==> src/hw/rtl/rgb_conv3x3_clamp_assert.svh <==
// Assertion macros for the 3x3 convolution filter.
`ifndef RGB_CONV3X3_CLAMP_ASSERT_SVH
`define RGB_CONV3X3_CLAMP_ASSERT_SVH

// Same-cycle implication, disabled during reset.
`define RGBC_ASSERT_NOW(label, clk, rst_n, ante, cons, msg) \
	label: assert property (@(posedge clk) disable iff (!(rst_n)) (ante) |-> (cons)) \
		else $error(msg);

// Next-cycle implication, disabled during reset.
`define RGBC_ASSERT_NEXT(label, clk, rst_n, ante, cons, msg) \
	label: assert property (@(posedge clk) disable iff (!(rst_n)) (ante) |=> (cons)) \
		else $error(msg);

`endif

==> src/hw/rtl/rgbc_pkg.sv <==
// Types and constants shared by the 3x3 convolution filter.
package rgbc_pkg;

	localparam int NUM_TAPS   = 9;
	localparam int COEF_W     = 7;
	localparam int CHAN_W     = 8;
	localparam int RGB_W      = 24;
	localparam int CFG_W      = 63;
	localparam int IMG_W      = 12;
	localparam int ROW_W      = 12;
	localparam int OCOL_W     = 11;
	localparam int PROD_W     = 16;
	localparam int SUM_W      = 19;
	localparam int MAG_W      = 18;
	localparam int DIV9_MUL   = 233017;
	localparam int DIV9_SHIFT = 21;
	localparam int CHAN_MAX   = 255;
	localparam int MIN_DIM    = 3;
	localparam int WIDTH_RST  = 640;
	localparam int HEIGHT_RST = 480;
	localparam logic [CHAN_W-1:0] ALPHA_OPAQUE = 8'hFF;

	typedef enum logic [1:0] {
		CFG_KERNEL_COEFS   = 2'd0,
		CFG_DIVIDE_BY_NINE = 2'd1,
		CFG_IMAGE_WIDTH    = 2'd2,
		CFG_IMAGE_HEIGHT   = 2'd3
	} cfg_idx_t;

	typedef struct packed {
		logic [31:0] pixel_argb;
		logic        start_of_frame;
	} pix_req_t;

	typedef struct packed {
		logic [31:0]       out_argb;
		logic [ROW_W-1:0]  out_row;
		logic [OCOL_W-1:0] out_col;
		logic              last_of_frame;
	} res_t;

	typedef struct packed {
		logic ld_prod;
		logic ld_sum;
		logic ld_div;
		logic ld_out;
	} filt_en_t;

endpackage

==> src/hw/rtl/rgbc_chan_filter.sv <==
// One color channel: weighted 3x3 sum, optional divide by nine, clamp.
module rgbc_chan_filter (
	input  logic                                              clk,
	input  rgbc_pkg::filt_en_t                                en,
	input  logic                                              divide_by_nine,
	input  logic [rgbc_pkg::CFG_W-1:0]                        kernel_coefs,
	input  logic [rgbc_pkg::NUM_TAPS-1:0][rgbc_pkg::CHAN_W-1:0] pix,
	output logic [rgbc_pkg::CHAN_W-1:0]                       chan_q
);
	import rgbc_pkg::*;

	logic signed [PROD_W-1:0] prod_d  [NUM_TAPS];
	logic signed [PROD_W-1:0] prod_s3 [NUM_TAPS];
	logic signed [SUM_W-1:0]  sum_d;
	logic signed [SUM_W-1:0]  sum_s4;
	logic signed [SUM_W-1:0]  s01, s23, s45, s67;
	logic [MAG_W-1:0]         mag_d;
	logic [2*MAG_W-1:0]       div_prod;
	logic [MAG_W-1:0]         val_d;
	logic [MAG_W-1:0]         val_s5;
	logic                     neg_s5;

	always_comb begin
		for (int k = 0; k < NUM_TAPS; k++) begin
			prod_d[k] = $signed({1'b0, pix[k]}) * $signed(kernel_coefs[COEF_W*k +: COEF_W]);
		end
	end

	always_comb begin
		s01   = SUM_W'(prod_s3[0]) + SUM_W'(prod_s3[1]);
		s23   = SUM_W'(prod_s3[2]) + SUM_W'(prod_s3[3]);
		s45   = SUM_W'(prod_s3[4]) + SUM_W'(prod_s3[5]);
		s67   = SUM_W'(prod_s3[6]) + SUM_W'(prod_s3[7]);
		sum_d = (s01 + s23) + (s45 + s67) + SUM_W'(prod_s3[8]);
	end

	always_comb begin
		mag_d    = sum_s4[MAG_W-1:0];
		div_prod = (2*MAG_W)'(mag_d) * (2*MAG_W)'(DIV9_MUL);
		val_d    = divide_by_nine ? MAG_W'(div_prod >> DIV9_SHIFT) : mag_d;
	end

	always_ff @(posedge clk) begin
		if (en.ld_prod) begin
			prod_s3 <= prod_d;
		end
		if (en.ld_sum) begin
			sum_s4 <= sum_d;
		end
		if (en.ld_div) begin
			neg_s5 <= sum_s4[SUM_W-1];
			val_s5 <= val_d;
		end
		if (en.ld_out) begin
			if (neg_s5) begin
				chan_q <= '0;
			end else if (val_s5 > MAG_W'(CHAN_MAX)) begin
				chan_q <= CHAN_W'(CHAN_MAX);
			end else begin
				chan_q <= val_s5[CHAN_W-1:0];
			end
		end
	end
endmodule

==> config.mk <==
export PLATFORM = sky130hd
export DESIGN_NAME = rgbc_chan_filter
export DESIGN_NICKNAME = d
export VERILOG_FILES = /design/src/hw/rtl/rgb_conv3x3_clamp_assert.svh /design/src/hw/rtl/rgbc_pkg.sv /design/src/hw/rtl/rgbc_chan_filter.sv
export SDC_FILE = /design/constraint.sdc
export NUM_CORES = 2
export LEC_CHECK = 0
export BUFFER_PORTS_ARGS = -buffer_cell sky130_fd_sc_hd__buf_2
export CELL_PAD_IN_SITES_DETAIL_PLACEMENT = 1
export CELL_PAD_IN_SITES_GLOBAL_PLACEMENT = 1
export CORE_MARGIN = 8
export CORE_UTILIZATION = 35
export CTS_CLUSTER_SIZE = 10
export DETAILED_ROUTE_END_ITERATION = 12
export PLACE_DENSITY_LB_ADDON = 0.08
export SYNTH_ARGS = -nofsm -noshare
export SYNTH_HDL_FRONTEND = slang
export SYNTH_SLANG_ARGS = --single-unit
==> constraint.sdc <==
create_clock -name clk -period 7.56 [get_ports clk]
set_clock_uncertainty 0.15 [all_clocks]
set_input_delay 0 -clock clk [delete_from_list [all_inputs] [get_ports clk]]
set_output_delay 0 -clock clk [all_outputs]
set_load 0.05 [all_outputs]
# == Word-level counts from Yosys, hierarchy flattened ==
# Index checks and enable logic that the tools add are counted.
# word_totals
latchBits,0
ramBits,0
memories,0
regBits,190
input_bits,141
output_inout_bits,8
rom_bits,0
# classes
bitwise,0
mux,2
div_mod_pow,0
n_mul,10
order_cmp,1
shift,0
reduce_logical,0
eq_ne,0
add_sub_neg,8
# ops
cell,n
$mul A9 B7 Y16,9
$add A16 B16 Y17,4
$add A17 B17 Y18,2
$mul A18 B18 Y36 const B,1
$add A18 B18 Y19,1
$add A19 B16 Y19,1
$gt A18 B8 Y1 const B,1
$mux W15,1
$mux W8,1

# == Depth between registers and ports, before layout ==
# logic_depth
word_depth,4
mapped_depth,21
depth_no_buf,21

# == Least setup slack after synthesis ==
# OpenSTA, ideal clock, no wires.
# synth_timing
kind,register to register
start,register sum_s4[3]
end,register val_s5[11] (data pin)
stages_incl_launch_ff,18
arrival_time_ns,5.110
synth_period_minus_slack_ns,5.520
path_buffers,0
slack_ns,2.040
cell_sequence,edfxtp_1 fa_1 ha_1 inv_1 fa_1 inv_1 fa_1 fa_1 inv_1 fa_1 inv_1 ha_1 nand4_1 o31ai_4 o2111ai_2 and2b_2 xnor2_1 mux2_2
# synth_via
elab_chain_cells,2
# synth_rtl
item,line_no,text
"start, declared",rgbc_chan_filter.sv:15,logic signed [SUM_W-1:0] sum_s4;
"start signal, assigned",rgbc_chan_filter.sv:48,sum_s4 <= sum_d;
$mul A18 B18 Y36,rgbc_chan_filter.sv:39,div_prod = (2*MAG_W)'(mag_d) * (2*MAG_W)'(DIV9_MUL);
$mux W15,rgbc_chan_filter.sv:40,val_d = divide_by_nine ? MAG_W'(div_prod >> DIV9_SHIFT) : mag_d;
named net val_d[11],rgbc_chan_filter.sv:19,logic [MAG_W-1:0] val_d;
"end signal, assigned",rgbc_chan_filter.sv:52,val_s5 <= val_d;
"end, declared",rgbc_chan_filter.sv:20,logic [MAG_W-1:0] val_s5;
# The timed path passes the listed nets, and every way through them passes these cells.
# A chain may end at the register's enable or synchronous reset.

# == Final worst setup path ==
# layout_timing
start,register sum_s4[12]
end,register val_s5[14] (data pin)
# Same word-level chain as after synthesis.

==> flow_summary.ini <==
[clock_network]
cts_root_buf = clkbuf_16
cts_tree = done
cts.sinks = 190
cts_made_buffers = 17
clk_pin_slew_worst_paths_ns = 0.08
cts_setup_buffers = 0
hold_buffers = 46
cts_resized = 0
ctsLongestPathBuffers = 2
clk_latency_ns = 0.48
htree_levels = 4

[sta]
fin_crit_ns = 6.03
rsz0062_at_grt = false
worst_slew_pin_slew_ns = 1.02
setup_tns_ns = 0
fmax_mhz = 166
period_share = 0.798
hold_violations = 0
setup_viol = 0
relSlewSlack = 0.312
drv_slew = 0

[global_route]
grt_usage = 0.169
grt_pass1_wl_microns = 131000
grt_start_max_net_pins = 76
grt_pass1_vias = 23800
antenna_found_initial = 2
overflow = 0

[placed_design]
numPortBuffers = 148
placed_cells = 4253
globalplace.congestion = 0.836
dp_hpwl_microns = 71300

[cells_and_area]
area_delta_synth_final_pct = 10.7
final_cells = 4333
nets = 4291
fill_cells = 9759
drive_gt1_frac = 0.0693

[die]
die_h_microns = 312
design.core.area_sq_mm = 0.0869
die_width_microns = 312
die_area_sq_mm = 0.0975
start_util = 0.353
rows = 108
pin_count = 149

[synthesis]
synth.most_common_cell = inv_1
ys_warn_count = 0
ys_top_cells_by_count = inv_1 (627), ha_1 (524), fa_1 (463), and2_1 (249), nand2_1 (229)
synthTopCellsByArea = fa_1 (30%), ha_1 (21%), edfxtp_1 (19%), inv_1 (7.7%), and2_1 (5.1%)
netlist_area_sq_mm = 0.0307
syn_nets = 4080
synthCells = 2952
yosys_register_bits = 190
ys_types = 59
async_flop_share = 0
seq_area_frac_synth = 0.186
ys.flop_type = edfxtp_1
syn_area_per_cell_sq_um = 10.4
synth_edf_count = 190
yosysTopAreaCell = fa_1
yosysTopAreaCellShare = 0.302

[critical_path]
worstPathCellList = inv_1 -> fa_1 -> inv_1 -> ha_1 -> fa_1 -> fa_1 -> fa_1 -> inv_1 -> fa_1 -> inv_1 -> ha_1 -> a21oi_1 -> o21ai_0 -> a41o_1 -> o22a_2 -> o2111ai_2 -> a2111oi_4 -> o21a_1 -> o31ai_2
slowest_stage = fa_1
start_kind = flop
crit_fanout = 5
slowest_delay_ns = 0.54
worst_ep_required_time_ns = 7.64
worstPathArrival_ns = 6.11
path_common_cell = fa_1
worstRegToRegCells = 19
crit_type = reg2reg
worstSetupEndpointType = flop

[run_status]
outcome = complete, no violations

[hold_path]
worstHoldPathType = in2reg
whs_path_depth = 3

[routing]
drcViolationCount = 0
wire_per_inst_microns = 18.6
dr.pass1.iters = 6
drt_iter0_markers = 704
drtAntennaViolNets = 0
vias_per_cell = 4.76
drt-total-wl_microns = 80500
num_vias = 20600

[job]
drv_cap = 0
==> layer usage <==
metal  up-vias  GRT usage  share of wire
li1       9838          -              -
met3        56     0.0189          0.022
met1     10500      0.220           0.45
met2       193      0.304           0.51
met5         -          0              0
met4         0     0.0281          0.014
==> final cells by class <==
cell class              count  area (sq um)  area share
repair buffers            195          1210      0.0357
clock inverters            15           209     0.00615
inverters                 627          2350      0.0692
multi-input cells        2132         22600       0.666
flip-flops and latches    190          5710       0.168
diodes                      2          5.00    0.000147
clock buffers              17           425      0.0125
well taps                1155          1450      0.0425
==> worst paths after layout <==
kind / from / end / slack (ns)
min reg2reg: sum_s4[18] / neg_s5 / 0.42
min: pix[25] / prod_s3[81] / 0.04
max reg2reg: sum_s4[12] / val_s5[14] / 1.53
max: sum_s4[12] / val_s5[14] / 1.53
==> sequential cells by signal, summed over array words and instances, names as in the netlist <==
| name | cells |
|---|---|
| prod_s3 | 144 |
| sum_s4 | 19 |
| val_s5 | 18 |
| chan_q | 8 |
| neg_s5 | 1 |
==> kinds of logic after synthesis <==
family / count (synthesis) / synth area share
xor gates and xnor gates: 141 / 0.0402
and+or+nand+nor: 753 / 0.126
muxes: 12 / 0.00424
AOI/OAI and AO/OA: 239 / 0.0516
buffers and inverters: 630 / 0.0770
DFF: 190 / 0.186
adders and majority gates: 987 / 0.515
==> through the flow <==
step | util | hold WS [ns] | cell area (sq um) | worst slack, ns
final | 0.391 | 0.0441 | 34000 | 1.53
after detailed placement | 0.379 | 0.190 | 32900 | 1.51
after floorplan | - | -0.0375 | 30700 | 2.04
after global placement | 0.379 | 0.184 | 32900 | 1.55
after CTS | 0.391 | 0.0149 | 34000 | 1.48
after global routing | 0.391 | 0.0466 | 34000 | 1.16
==> placed cells by master (no fill, tap or decap), drive strengths merged, types with 28 or more instances in the layout <==
cell and count:
inv 633, edfxtp 190, and2 250, a21oi 89, dlygate4sd3 46, ha 524
a21o 28, nand2 229, xnor2 120, buf 149, nor3 31, nand2b 53
o21ai 32, fa 463, nor2 90
==> worst max-delay path, delay by kind of cell, from the launching register on <==
| kind | cells | cell delay (ns) |
|---|---|---|
| compound gates | 8 | 1.64 |
| fa+ha+maj | 7 | 3.18 |
| flops | 1 | 0.51 |
| buf+inv | 4 | 0.30 |
Power is not shown: default switching activity piles up to over one toggle a cycle in this logic, so the estimate is an artifact.
